--- src/rtl/rpn_pkg.sv ---
// Shared constants for the RPN stack evaluator.
package rpn_pkg;

   localparam int STACK_DEPTH = 64;
   localparam int LEVEL_W     = $clog2(STACK_DEPTH + 1);
   localparam int ADDR_W      = $clog2(STACK_DEPTH);
   localparam int COUNT_W     = 7;
   localparam int WIDE_W      = (LEVEL_W > COUNT_W) ? LEVEL_W : COUNT_W;
   localparam int DATA_W      = 32;

   localparam logic [3:0] ACT_NUMBER = 4'd0;
   localparam logic [3:0] ACT_ADD    = 4'd1;
   localparam logic [3:0] ACT_SUB    = 4'd2;
   localparam logic [3:0] ACT_MUL    = 4'd3;
   localparam logic [3:0] ACT_DIV    = 4'd4;
   localparam logic [3:0] ACT_SELECT = 4'd5;
   localparam logic [3:0] ACT_NEGATE = 4'd6;
   localparam logic [3:0] ACT_MAX    = 4'd7;
   localparam logic [3:0] ACT_MIN    = 4'd8;

   localparam logic [1:0] ST_OK      = 2'd0;
   localparam logic [1:0] ST_DIVZERO = 2'd1;
   localparam logic [1:0] ST_UNDER   = 2'd2;
   localparam logic [1:0] ST_OVER    = 2'd3;

endpackage

--- src/rtl/rpn_if.sv ---
// Token and result channel interfaces.
interface rpn_req_if;
   logic                           valid;
   logic                           ready;
   logic [3:0]                     action;
   logic signed [rpn_pkg::DATA_W-1:0] operand;
   logic [rpn_pkg::COUNT_W-1:0]    reduce_count;
   logic                           last;
   modport source (output valid, action, operand, reduce_count, last, input ready);
   modport sink   (input valid, action, operand, reduce_count, last, output ready);
endinterface

interface rpn_rsp_if;
   logic                           valid;
   logic                           ready;
   logic signed [rpn_pkg::DATA_W-1:0] result;
   logic [1:0]                     status;
   modport source (output valid, result, status, input ready);
   modport sink   (input valid, result, status, output ready);
endinterface

--- src/rtl/rpn_stack_evaluator.sv ---
// Top level of the RPN stack evaluator: sequencer, stack memory and shared ALU.
// Sequence: a number token is pushed in the idle state; an operator needing n operands
// reads them one at a time, each a registered stack read (S_RD, S_CAP), then executes;
// divide then runs the one-bit-per-cycle divider; a last token adds the empty check,
// the top read, its capture and the output register load, which waits on a stalled output.
// Flow: one token at a time, ready only when idle. Reset: synchronous, empties
// the stack, clears discard mode and the output valid flag.
module rpn_stack_evaluator (
   input  logic      clock,
   input  logic      reset,
   rpn_req_if.sink   req_ch,
   rpn_rsp_if.source rsp_ch
);
   localparam int DW = rpn_pkg::DATA_W;
   localparam int LW = rpn_pkg::LEVEL_W;
   localparam int AW = rpn_pkg::ADDR_W;
   localparam int CW = rpn_pkg::COUNT_W;
   localparam int WW = rpn_pkg::WIDE_W;

   typedef enum logic [8:0] {
      S_IDLE = 9'b000000001,
      S_RD   = 9'b000000010,
      S_CAP  = 9'b000000100,
      S_EXEC = 9'b000001000,
      S_DIV  = 9'b000010000,
      S_POST = 9'b000100000,
      S_FRD  = 9'b001000000,
      S_FCAP = 9'b010000000,
      S_EMIT = 9'b100000000
   } state_type;

   state_type     state_ff, state_in;
   logic [LW-1:0] level_ff, level_in;
   logic          disc_ff, disc_in;
   logic [3:0]    act_ff, act_in;
   logic          last_ff, last_in;
   logic [CW-1:0] need_ff, need_in;
   logic [CW-1:0] k_ff, k_in;
   logic [DW-1:0] op1_ff, op1_in;
   logic [DW-1:0] op2_ff, op2_in;
   logic [DW-1:0] op3_ff, op3_in;
   logic [DW-1:0] emit_val_ff, emit_val_in;
   logic [1:0]    emit_st_ff, emit_st_in;
   logic          rsp_valid_ff, rsp_valid_in;
   logic [DW-1:0] rsp_result_ff, rsp_result_in;
   logic [1:0]    rsp_status_ff, rsp_status_in;

   // stack memory, registered read
   logic [DW-1:0] stack_mem [rpn_pkg::STACK_DEPTH];
   logic [DW-1:0] mem_q;
   logic [AW-1:0] rd_addr;
   logic [AW-1:0] wr_addr;
   logic [DW-1:0] wr_data;
   logic          we;

   logic [CW-1:0] need_w;
   logic [WW-1:0] level_wide;
   logic [DW-1:0] alu_w;
   logic          cmp_gt;
   logic          div_start;
   logic          div_done;
   logic [DW-1:0] div_q;
   logic [DW-1:0] prod_w;

   assign level_wide = WW'(level_ff);

   // operand count of the token on the input channel
   always_comb begin
      case (req_ch.action)
         rpn_pkg::ACT_ADD, rpn_pkg::ACT_SUB,
         rpn_pkg::ACT_MUL, rpn_pkg::ACT_DIV: need_w = CW'(2);
         rpn_pkg::ACT_SELECT:               need_w = CW'(3);
         rpn_pkg::ACT_NEGATE:               need_w = CW'(1);
         rpn_pkg::ACT_MAX, rpn_pkg::ACT_MIN:
            need_w = (req_ch.reduce_count == '0) ? CW'(1) : req_ch.reduce_count;
         default:                           need_w = '0;
      endcase
   end

   // shared signed compare: new value beats the running best
   assign cmp_gt = (act_ff == rpn_pkg::ACT_MAX) ? ($signed(mem_q) > $signed(op1_ff))
                                               : ($signed(op1_ff) > $signed(mem_q));

   // only the low word of the product is kept
   assign prod_w = op1_ff * op2_ff;

   always_comb begin
      case (act_ff)
         rpn_pkg::ACT_ADD:    alu_w = op1_ff + op2_ff;
         rpn_pkg::ACT_SUB:    alu_w = op2_ff - op1_ff;
         rpn_pkg::ACT_MUL:    alu_w = prod_w;
         rpn_pkg::ACT_DIV:    alu_w = div_q;
         rpn_pkg::ACT_SELECT: alu_w = ($signed(op3_ff) > 0) ? op2_ff : op1_ff;
         rpn_pkg::ACT_NEGATE: alu_w = DW'(0) - op1_ff;
         default:             alu_w = op1_ff;
      endcase
   end

   always_comb begin
      state_in      = state_ff;
      level_in      = level_ff;
      disc_in       = disc_ff;
      act_in        = act_ff;
      last_in       = last_ff;
      need_in       = need_ff;
      k_in          = k_ff;
      op1_in        = op1_ff;
      op2_in        = op2_ff;
      op3_in        = op3_ff;
      emit_val_in   = emit_val_ff;
      emit_st_in    = emit_st_ff;
      rsp_valid_in  = rsp_valid_ff && !rsp_ch.ready;
      rsp_result_in = rsp_result_ff;
      rsp_status_in = rsp_status_ff;
      rd_addr       = AW'(level_wide - WW'(k_ff));
      wr_addr       = AW'(level_wide - WW'(need_ff));
      wr_data       = alu_w;
      we            = 1'b0;
      div_start     = 1'b0;

      case (state_ff)
         S_IDLE: begin
            if (req_ch.valid) begin
               act_in  = req_ch.action;
               last_in = req_ch.last;
               need_in = need_w;
               k_in    = CW'(1);
               if (disc_ff) begin
                  // drop tokens of a failed expression up to its last
                  if (req_ch.last) begin
                     disc_in  = 1'b0;
                     level_in = '0;
                  end
               end else if (req_ch.action == rpn_pkg::ACT_NUMBER) begin
                  if (level_wide >= WW'(rpn_pkg::STACK_DEPTH)) begin
                     level_in    = '0;
                     disc_in     = !req_ch.last;
                     emit_val_in = '0;
                     emit_st_in  = rpn_pkg::ST_OVER;
                     state_in    = S_EMIT;
                  end else begin
                     we       = 1'b1;
                     wr_addr  = AW'(level_wide);
                     wr_data  = req_ch.operand;
                     level_in = level_ff + LW'(1);
                     state_in = req_ch.last ? S_POST : S_IDLE;
                  end
               end else if (WW'(need_w) > level_wide) begin
                  level_in    = '0;
                  disc_in     = !req_ch.last;
                  emit_val_in = '0;
                  emit_st_in  = rpn_pkg::ST_UNDER;
                  state_in    = S_EMIT;
               end else if (need_w == '0) begin
                  state_in = req_ch.last ? S_POST : S_IDLE;
               end else begin
                  state_in = S_RD;
               end
            end
         end
         S_RD: begin
            // address issued, data lands next cycle
            state_in = S_CAP;
         end
         S_CAP: begin
            if (k_ff == CW'(1)) begin
               op1_in = mem_q;
            end else if (act_ff == rpn_pkg::ACT_MAX || act_ff == rpn_pkg::ACT_MIN) begin
               if (cmp_gt) begin
                  op1_in = mem_q;
               end
            end else if (k_ff == CW'(2)) begin
               op2_in = mem_q;
            end else begin
               op3_in = mem_q;
            end
            if (k_ff == need_ff) begin
               state_in = S_EXEC;
            end else begin
               k_in     = k_ff + CW'(1);
               state_in = S_RD;
            end
         end
         S_EXEC: begin
            if (act_ff == rpn_pkg::ACT_DIV) begin
               if (op1_ff == '0) begin
                  level_in    = '0;
                  disc_in     = !last_ff;
                  emit_val_in = '0;
                  emit_st_in  = rpn_pkg::ST_DIVZERO;
                  state_in    = S_EMIT;
               end else begin
                  div_start = 1'b1;
                  state_in  = S_DIV;
               end
            end else begin
               we       = 1'b1;
               level_in = LW'(level_wide - WW'(need_ff) + WW'(1));
               state_in = last_ff ? S_POST : S_IDLE;
            end
         end
         S_DIV: begin
            if (div_done) begin
               we       = 1'b1;
               level_in = LW'(level_wide - WW'(need_ff) + WW'(1));
               state_in = last_ff ? S_POST : S_IDLE;
            end
         end
         S_POST: begin
            if (level_ff == '0) begin
               disc_in     = 1'b0;
               emit_val_in = '0;
               emit_st_in  = rpn_pkg::ST_UNDER;
               state_in    = S_EMIT;
            end else begin
               state_in = S_FRD;
            end
         end
         S_FRD: begin
            rd_addr  = AW'(level_wide - WW'(1));
            state_in = S_FCAP;
         end
         S_FCAP: begin
            emit_val_in = mem_q;
            emit_st_in  = rpn_pkg::ST_OK;
            level_in    = '0;
            state_in    = S_EMIT;
         end
         S_EMIT: begin
            // hold until the output register is free
            if (!rsp_valid_ff || rsp_ch.ready) begin
               rsp_valid_in  = 1'b1;
               rsp_result_in = emit_val_ff;
               rsp_status_in = emit_st_ff;
               state_in      = S_IDLE;
            end
         end
         default: begin
            state_in = S_IDLE;
         end
      endcase
   end

   always_ff @(posedge clock) begin
      if (we) begin
         stack_mem[wr_addr] <= wr_data;
      end
      mem_q <= stack_mem[rd_addr];
   end

   always_ff @(posedge clock) begin
      if (reset) begin
         state_ff     <= S_IDLE;
         level_ff     <= '0;
         disc_ff      <= 1'b0;
         rsp_valid_ff <= 1'b0;
      end else begin
         state_ff     <= state_in;
         level_ff     <= level_in;
         disc_ff      <= disc_in;
         rsp_valid_ff <= rsp_valid_in;
      end
      act_ff        <= act_in;
      last_ff       <= last_in;
      need_ff       <= need_in;
      k_ff          <= k_in;
      op1_ff        <= op1_in;
      op2_ff        <= op2_in;
      op3_ff        <= op3_in;
      emit_val_ff   <= emit_val_in;
      emit_st_ff    <= emit_st_in;
      rsp_result_ff <= rsp_result_in;
      rsp_status_ff <= rsp_status_in;
   end

   rpn_div u_div (
      .clock    (clock),
      .reset    (reset),
      .start    (div_start),
      .dividend (op2_ff),
      .divisor  (op1_ff),
      .done     (div_done),
      .quotient (div_q)
   );

   assign req_ch.ready  = (state_ff == S_IDLE);
   assign rsp_ch.valid  = rsp_valid_ff;
   assign rsp_ch.result = rsp_result_ff;
   assign rsp_ch.status = rsp_status_ff;
endmodule

--- src/rtl/rpn_div.sv ---
// Iterative signed divider, one quotient bit per cycle, truncating toward zero.
module rpn_div (
   input  logic                             clock,
   input  logic                             reset,
   input  logic                             start,
   input  logic [rpn_pkg::DATA_W-1:0]       dividend,
   input  logic [rpn_pkg::DATA_W-1:0]       divisor,
   output logic                             done,
   output logic [rpn_pkg::DATA_W-1:0]       quotient
);
   localparam int W     = rpn_pkg::DATA_W;
   localparam int CNT_W = $clog2(W + 1);

   logic [W-1:0]     q_ff, q_in;
   logic [W:0]       rem_ff, rem_in;
   logic [W-1:0]     den_ff, den_in;
   logic             neg_ff, neg_in;
   logic [CNT_W-1:0] cnt_ff, cnt_in;
   logic             done_ff, done_in;
   logic [W:0]       rem_sh;

   always_comb begin
      q_in    = q_ff;
      rem_in  = rem_ff;
      den_in  = den_ff;
      neg_in  = neg_ff;
      cnt_in  = cnt_ff;
      done_in = 1'b0;
      rem_sh  = {rem_ff[W-1:0], q_ff[W-1]};
      if (start) begin
         q_in   = dividend[W-1] ? (W'(0) - dividend) : dividend;
         den_in = divisor[W-1] ? (W'(0) - divisor) : divisor;
         neg_in = dividend[W-1] ^ divisor[W-1];
         rem_in = '0;
         cnt_in = CNT_W'(W);
      end else if (cnt_ff != '0) begin
         // shift in one dividend bit, subtract where it fits
         if (rem_sh >= {1'b0, den_ff}) begin
            rem_in = rem_sh - {1'b0, den_ff};
            q_in   = {q_ff[W-2:0], 1'b1};
         end else begin
            rem_in = rem_sh;
            q_in   = {q_ff[W-2:0], 1'b0};
         end
         cnt_in = cnt_ff - CNT_W'(1);
         if (cnt_ff == CNT_W'(1)) begin
            done_in = 1'b1;
         end
      end
   end

   always_ff @(posedge clock) begin
      if (reset) begin
         cnt_ff  <= '0;
         done_ff <= 1'b0;
      end else begin
         cnt_ff  <= cnt_in;
         done_ff <= done_in;
      end
      q_ff   <= q_in;
      rem_ff <= rem_in;
      den_ff <= den_in;
      neg_ff <= neg_in;
   end

   assign done     = done_ff;
   assign quotient = neg_ff ? (W'(0) - q_ff) : q_ff;
endmodule

--- src/flat_wrapper.sv ---
// flat-port wrapper written by rule: the top's interface ports become plain ports
module rpn_stack_evaluator_flat 
  (clock, reset, req_ch_valid, req_ch_action, req_ch_operand, req_ch_reduce_count, req_ch_last, req_ch_ready, rsp_ch_valid, rsp_ch_result, rsp_ch_status, rsp_ch_ready);
  rpn_req_if req_ch_i ();
  rpn_rsp_if rsp_ch_i ();
  input  logic clock;
  input  logic reset;
  input wire logic [$bits(req_ch_i.valid)-1:0] req_ch_valid;
  input wire logic [$bits(req_ch_i.action)-1:0] req_ch_action;
  input wire logic [$bits(req_ch_i.operand)-1:0] req_ch_operand;
  input wire logic [$bits(req_ch_i.reduce_count)-1:0] req_ch_reduce_count;
  input wire logic [$bits(req_ch_i.last)-1:0] req_ch_last;
  output wire logic [$bits(req_ch_i.ready)-1:0] req_ch_ready;
  output wire logic [$bits(rsp_ch_i.valid)-1:0] rsp_ch_valid;
  output wire logic [$bits(rsp_ch_i.result)-1:0] rsp_ch_result;
  output wire logic [$bits(rsp_ch_i.status)-1:0] rsp_ch_status;
  input wire logic [$bits(rsp_ch_i.ready)-1:0] rsp_ch_ready;
  assign req_ch_i.valid = req_ch_valid;
  assign req_ch_i.action = req_ch_action;
  assign req_ch_i.operand = req_ch_operand;
  assign req_ch_i.reduce_count = req_ch_reduce_count;
  assign req_ch_i.last = req_ch_last;
  assign req_ch_ready = req_ch_i.ready;
  assign rsp_ch_valid = rsp_ch_i.valid;
  assign rsp_ch_result = rsp_ch_i.result;
  assign rsp_ch_status = rsp_ch_i.status;
  assign rsp_ch_i.ready = rsp_ch_ready;
  rpn_stack_evaluator u_core (.clock(clock), .reset(reset), .req_ch(req_ch_i), .rsp_ch(rsp_ch_i));
endmodule
--- config.mk ---
export PLATFORM = sky130hd
export DESIGN_NAME = rpn_stack_evaluator_flat
export DESIGN_NICKNAME = d
export VERILOG_FILES = /design/src/rtl/rpn_pkg.sv /design/src/rtl/rpn_if.sv /design/src/rtl/rpn_stack_evaluator.sv /design/src/rtl/rpn_div.sv /design/src/flat_wrapper.sv
export SDC_FILE = /design/constraint.sdc
export NUM_CORES = 2
export LEC_CHECK = 0
export BUFFER_PORTS_ARGS = -buffer_cell sky130_fd_sc_hd__buf_2
export CORE_MARGIN = 8
export CORE_UTILIZATION = 65
export DETAILED_ROUTE_END_ITERATION = 10
export PLACE_DENSITY = 0.81
export SLEW_MARGIN = 40
export SYNTH_ARGS = -nofsm -noshare
export SYNTH_HDL_FRONTEND = slang
export SYNTH_SLANG_ARGS = --single-unit
--- constraint.sdc ---
create_clock -name clock -period 30.3 [get_ports clock]
set_clock_uncertainty 0.05 [all_clocks]
set_input_delay 1.515 -clock clock [delete_from_list [all_inputs] [get_ports clock]]
set_output_delay 1.515 -clock clock [all_outputs]
set_load 0.01 [all_outputs]
---- Word level (Yosys, flattened, before mapping) ----
Memories as Yosys holds them, arrays and structs flattened. A register that Yosys moved wholly into a read port is not among the register bits.
Index checks and enable logic that the tools add are counted.
storage, ports and cells
  register bits ........................... 305
  memory bits (writable) .................. 2048
  input bits .............................. 48
  word-level logic and storage cells ...... 224
  memories ................................ 1
memories
  name              depth  bits a word  read ports  clocked after memory_dff  wr ports  RTL line                   text
  u_core.stack_mem  64     32           1           1                         1         rpn_stack_evaluator.sv:49  logic [DW-1:0] stack_mem [rpn_pkg::STACK_DEPTH];
cells by class
  add/subtract/negate cells ............... 13
  $mul .................................... 1
  $lt $le $gt $ge ......................... 6
  equal/unequal tests ..................... 42
  mux-type cells .......................... 99
  bitwise operators ....................... 5
  reductions and logical operators ........ 34
operators with widths
  cell                     count
  $mux W32                 22
  $pmux W32 S6             1
  $pmux W32 S4             1
  $mux W9                  11
  $sub A1 B32 Y32 const A  3
  $mux W7                  12
  $pmux W9 S9              1
  $gt A32 B32 Y1           2
  $sub A32 B32 Y32         2
  $mux W6                  10
  $pmux W7 S4              2
  $ge A33 B32 Y1           1
  $add A32 B32 Y32         1
  $eq A4 B3 Y1 const B     8
  $gt A32 B1 Y1 const B    1
  $logic_not A32 Y1        1
  $mul A32 B32 Y32         1
  $mux W31                 1
  $mux W1                  25
  $add A7 B1 Y7 const B    3
  $logic_not A7 Y1         3
  $eq A4 B2 Y1 const B     4
  $mux W2                  8
  $pmux W7 S2              1
  47 further kinds         75

---- Longest topological paths before layout ----
  word-level depth ........................ 10
  depth in mapped cells ................... 28
  depth with buffers taken out ............ 26

---- By module ----
Synthesis repeated with hierarchy kept, for this count alone.
second synthesis, totals
  cells, all modules ...................... 7206
  area total of the unflattened synthesis .. 116289.0 um^2
modules (own cells, without submodules)
  module               times used  cells each  area an instance (um^2)  seq. area each (um^2)
  rpn_stack_evaluator  1           6285        108404.0                 67995.2
  rpn_div              1           921         7885.1                   2732.6

---- Least setup slack after synthesis ----
OpenSTA, ideal clock, no wires.
  path kind ............................... register -> register
  start ................................... reg u_core.op1_ff[15]
  end ..................................... mem u_core.stack_mem[0][25] (netlist name) (data pin)
  arrival time ............................ 9.270 ns
  required time ........................... 29.568 ns
  path slack .............................. 20.299 ns
  cell stages (with the launch flop) ...... 25
  buffers on the path ..................... 3
  clock period less this slack ............ 10.001 ns
  cell sequence ........................... edfxtp_1 -> clkbuf_1 -> clkbuf_1 -> clkbuf_1 -> and2_1 -> fa_1 -> fa_1 -> fa_1 -> inv_1 -> fa_1 -> inv_1 -> fa_1 -> fa_1 -> fa_1 -> fa_1 -> ha_1 -> a21o_1 -> a21o_1 -> a221oi_1 -> nand2_1 -> o21ai_0 -> xor2_1 -> o221ai_1 -> a21oi_1 -> nor3_1
between the ends
  cells in the longest elaborated chain, start to end .. 7
  elaborated cells between the ends (all ways) .. 10
  classes of those cells .................. add/sub (3); mul (1); mux (6)
ends and longest elaborated chain
  what                                      RTL line                    text
  from (decl)                               rpn_stack_evaluator.sv:39   logic [DW-1:0] op1_ff, op1_in;
  from (signal assigned)                    rpn_stack_evaluator.sv:267  op1_ff <= op1_in;
  $mul A32 B32 Y32 (tied with other cells)  rpn_stack_evaluator.sv:85   assign prod_w = op1_ff * op2_ff;
  $pmux W32 S6 (*)                          rpn_stack_evaluator.sv:88   case (act_ff)
  $mux W32                                  rpn_stack_evaluator.sv:135  if (level_wide >= WW'(rpn_pkg::STACK_DEPTH)) begin
  $mux W32                                  rpn_stack_evaluator.sv:134  end else if (req_ch.action == rpn_pkg::ACT_NUMBER) begin
  $mux W32                                  rpn_stack_evaluator.sv:128  if (disc_ff) begin
  $mux W32                                  rpn_stack_evaluator.sv:123  if (req_ch.valid) begin
  $mux W32 (*)                              rpn_stack_evaluator.sv:121  case (state_ff)
  via u_core.wr_data[25]                    rpn_stack_evaluator.sv:53   logic [DW-1:0] wr_data;
  to (decl)                                 rpn_stack_evaluator.sv:49
The timed path passes the listed nets; every way through them passes the cells marked *.

---- Worst setup path after layout ----
  start ................................... reg u_core.op1_ff[16]
  end ..................................... mem u_core.stack_mem[33][31] (netlist name) (data pin)
The elaborated chain is that of the path after synthesis.

==> flow_summary.toml <==
[cts]
clk_path_buf_depth = 3
cts_hold_buf = 0
htree_levels = 4
cts.clk_slew.worst_paths_ns = 0.07
cts_sinks = 2385
post_cts_buffers = 0
cts_resized = 0
cts-root-buf = "clkbuf_16"
worstSkewPairLatency_ns = 0.88
cts_buffers = 214
cts_tree = "done"

[grt]
grt_pass1_vias = 70118
antenna_found_initial = 21
grt_max_degree = 124
grt.overflow.total = 0
grt_pass1_wl_um = 502000
grt_usage_pct = 36.7

[worst_setup_path]
crit_start = "u_core.op1_ff[16]"
critPathKind = "reg2reg"
cp.required_ns = 30.80
worst-r2r-cell-count = 26
crit_path_max_fanout = 64
arrival_ns = 9.37
crit_path_end_kind = "flip-flop"
r2r_end = "u_core.stack_mem[33][31]"
start_kind = "flip-flop"
r2r-start = "u_core.op1_ff[16]"
regToRegSetupSlack_ns = 21.42

[run_status]
outcome = "finished, final reports clean"

[synth]
ys_seq_area_share_pct = 61.7
synth.most_common_cell = "edfxtp_1"
ys.flop_type = "edfxtp_1"
synthTopCellsByArea = "edfxtp_1 60%, mux4_2 13%, fa_1 7.2%, ha_1 2.7%, and2_1 1.9%"
async_flop_share_pct = 0
synth_fp_nets = 7732
synth_edf_count = 2296
synth_top_area_cell = "edfxtp_1"
ys_warn_count = 0
syn_area_um2 = 115000
synthTopCellsByCount = "2,296 x edfxtp_1, 640 x mux4_2, 501 x inv_1"
synth_cell_types = 83
synth_top_area_share_pct = 60.1
synth.ff_latch_count = 2385
synthCells = 7024
syn_avg_cell_area_um2 = 16.3

[timing]
report.final.slew_viol_count = 0
period_needed_ns = 8.88
fin_hold_ws_ns = 0.365
rsz0062_at_grt = "no"
tightest_slew_ns = 1.01
fin_setup_tns_ns = 0
slew_headroom_pct = 32.4
finalHoldViolCount = 0
setup_viol = 0
finalCritPeriodShare_pct = 29.3
fmax_mhz = 113

[finish]
fin_nets = 7875
largest_reg_flops = 2048
syn2layout_area_growth_pct = 10.3
drive_above_1_share_pct = 19.5
top_register = "u_core.stack_mem"

[pwr]
leakage_uw = 0.0439
power_density_nw_per_um2 = 84.6
peakVddDrop_mv = 0.116

[floorplan]
dieArea_um2 = 190000
ios = 84
core_area_um2 = 176000
die_h_um = 436
die_w_um = 436
start_util_pct = 65.2
rows = 154

[placement]
port_buffers = 83
routabilityCongestion = 0.973
dp_hpwl_um = 195000

[route]
antenna_left = 0
wl_per_cell_um = 36.3
dr.first_iter.drc_count = 10611
via_per_inst = 7.17
drc_errors = 0
drt_wl_total_um = 353000
vias = 69612
first_pass_iters = 9

[job]
drv_cap = 0

[hold_path]
min_path_cells = 0
min_from = "u_core.emit_val_ff[12]"
hold_path_class = "reg2reg"
hold_path_end = "u_core.rsp_ch.result[12]"
-- report_power, final --
group / internal [uW] / switching [uW]
Combinational: 1270 / 2390
Sequential: 4140 / 176
Clock: 1450 / 1260
-- kinds of logic after synthesis --
group / synth area share (%)
DFF: 61.7
and+or+nand+nor: 6.06
buffers and inverters: 2.91
muxes: 13.1
AOI/OAI and AO/OA: 3.93
adders and majority gates: 9.90
xor gates and xnor gates: 2.36
-- how the worst max path moves through the flow --
stage	endpoint	slack [ns]	cells past startpoint
global placement	u_core.stack_mem[56][29]	21.25	21
floorplan	u_core.stack_mem[0][25]	20.30	24
global route	u_core.stack_mem[10][31]	21.06	26
detailed placement	u_core.stack_mem[52][31]	21.45	23
finish	u_core.stack_mem[33][31]	21.42	26
CTS	u_core.stack_mem[27][31]	21.45	23
-- layout by cell type, fill, tap and decap left out, types with 156 or more instances in the layout --
cell / count
clkbuf_16: 221
fa_1: 411
and2_1: 351
inv_1: 501
ha_1: 247
a21oi_1: 156
xnor2_1: 178
nor2_1: 177
o21ai_0: 156
nand2_1: 435
edfxtp_1: 2296
buf_4: 193
mux4_2: 640
-- per-layer routing --
metal	wire length, um	up-vias	global-route usage (%)
li1	-	26744	-
met1	111000	35155	45.0
met2	168000	6206	58.6
met3	44800	1497	9.92
met4	28700	10	22.8
met5	63	-	0
-- cell type report --
cell class / instances / area [um2]
timing repair buffer: 308 / 2350
tap: 2340 / 2930
clock inverter: 116 / 971
fill: 10151 / 49200
inverter: 502 / 1880
antenna: 12 / 30.0
multi-input combinational: 3756 / 41800
sequential: 2385 / 70700
clock buffer: 284 / 5840
-- worst max-delay path: stages, from the launching register on --
cell and delay [ns]:
edfxtp_1 0.57, buf_4 0.28, and2_1 0.17, fa_1 0.54, inv_1 0.05, fa_1 0.50
fa_1 0.45, fa_1 0.55, inv_1 0.05, fa_1 0.49, inv_1 0.05, fa_1 0.53
inv_1 0.05, fa_1 0.38, fa_1 0.41, ha_1 0.38, a21o_1 0.21, a21o_1 0.18
a221oi_1 0.34, nand2_1 0.10, o21ai_1 0.50, o21ai_0 0.28, a221oi_1 0.38, xnor2_1 0.17
a22oi_1 0.14, a21oi_4 0.17, buf_4 0.56
-- stage by stage --
| stage | setup WS (ns) | instance area (um2) | instances | utilization (%) | total power [uW] |
|---|---|---|---|---|---|
| 6_report | 21.42 | 126000 | 9703 | 72.0 | 10700 |
| 5_1_grt | 21.06 | 126000 | 9691 | 72.0 | 10900 |
| 4_1_cts | 21.45 | 126000 | 9682 | 71.8 | 10500 |
| 3_5_place_dp | 21.45 | 119000 | 9282 | 67.9 | 7750 |
| 3_3_place_gp | 21.25 | 119000 | 9277 | 67.8 | 7610 |
| 2_1_floorplan | 20.30 | 115000 | 7024 | - | 6360 |
(Power assumes the default switching activity.)
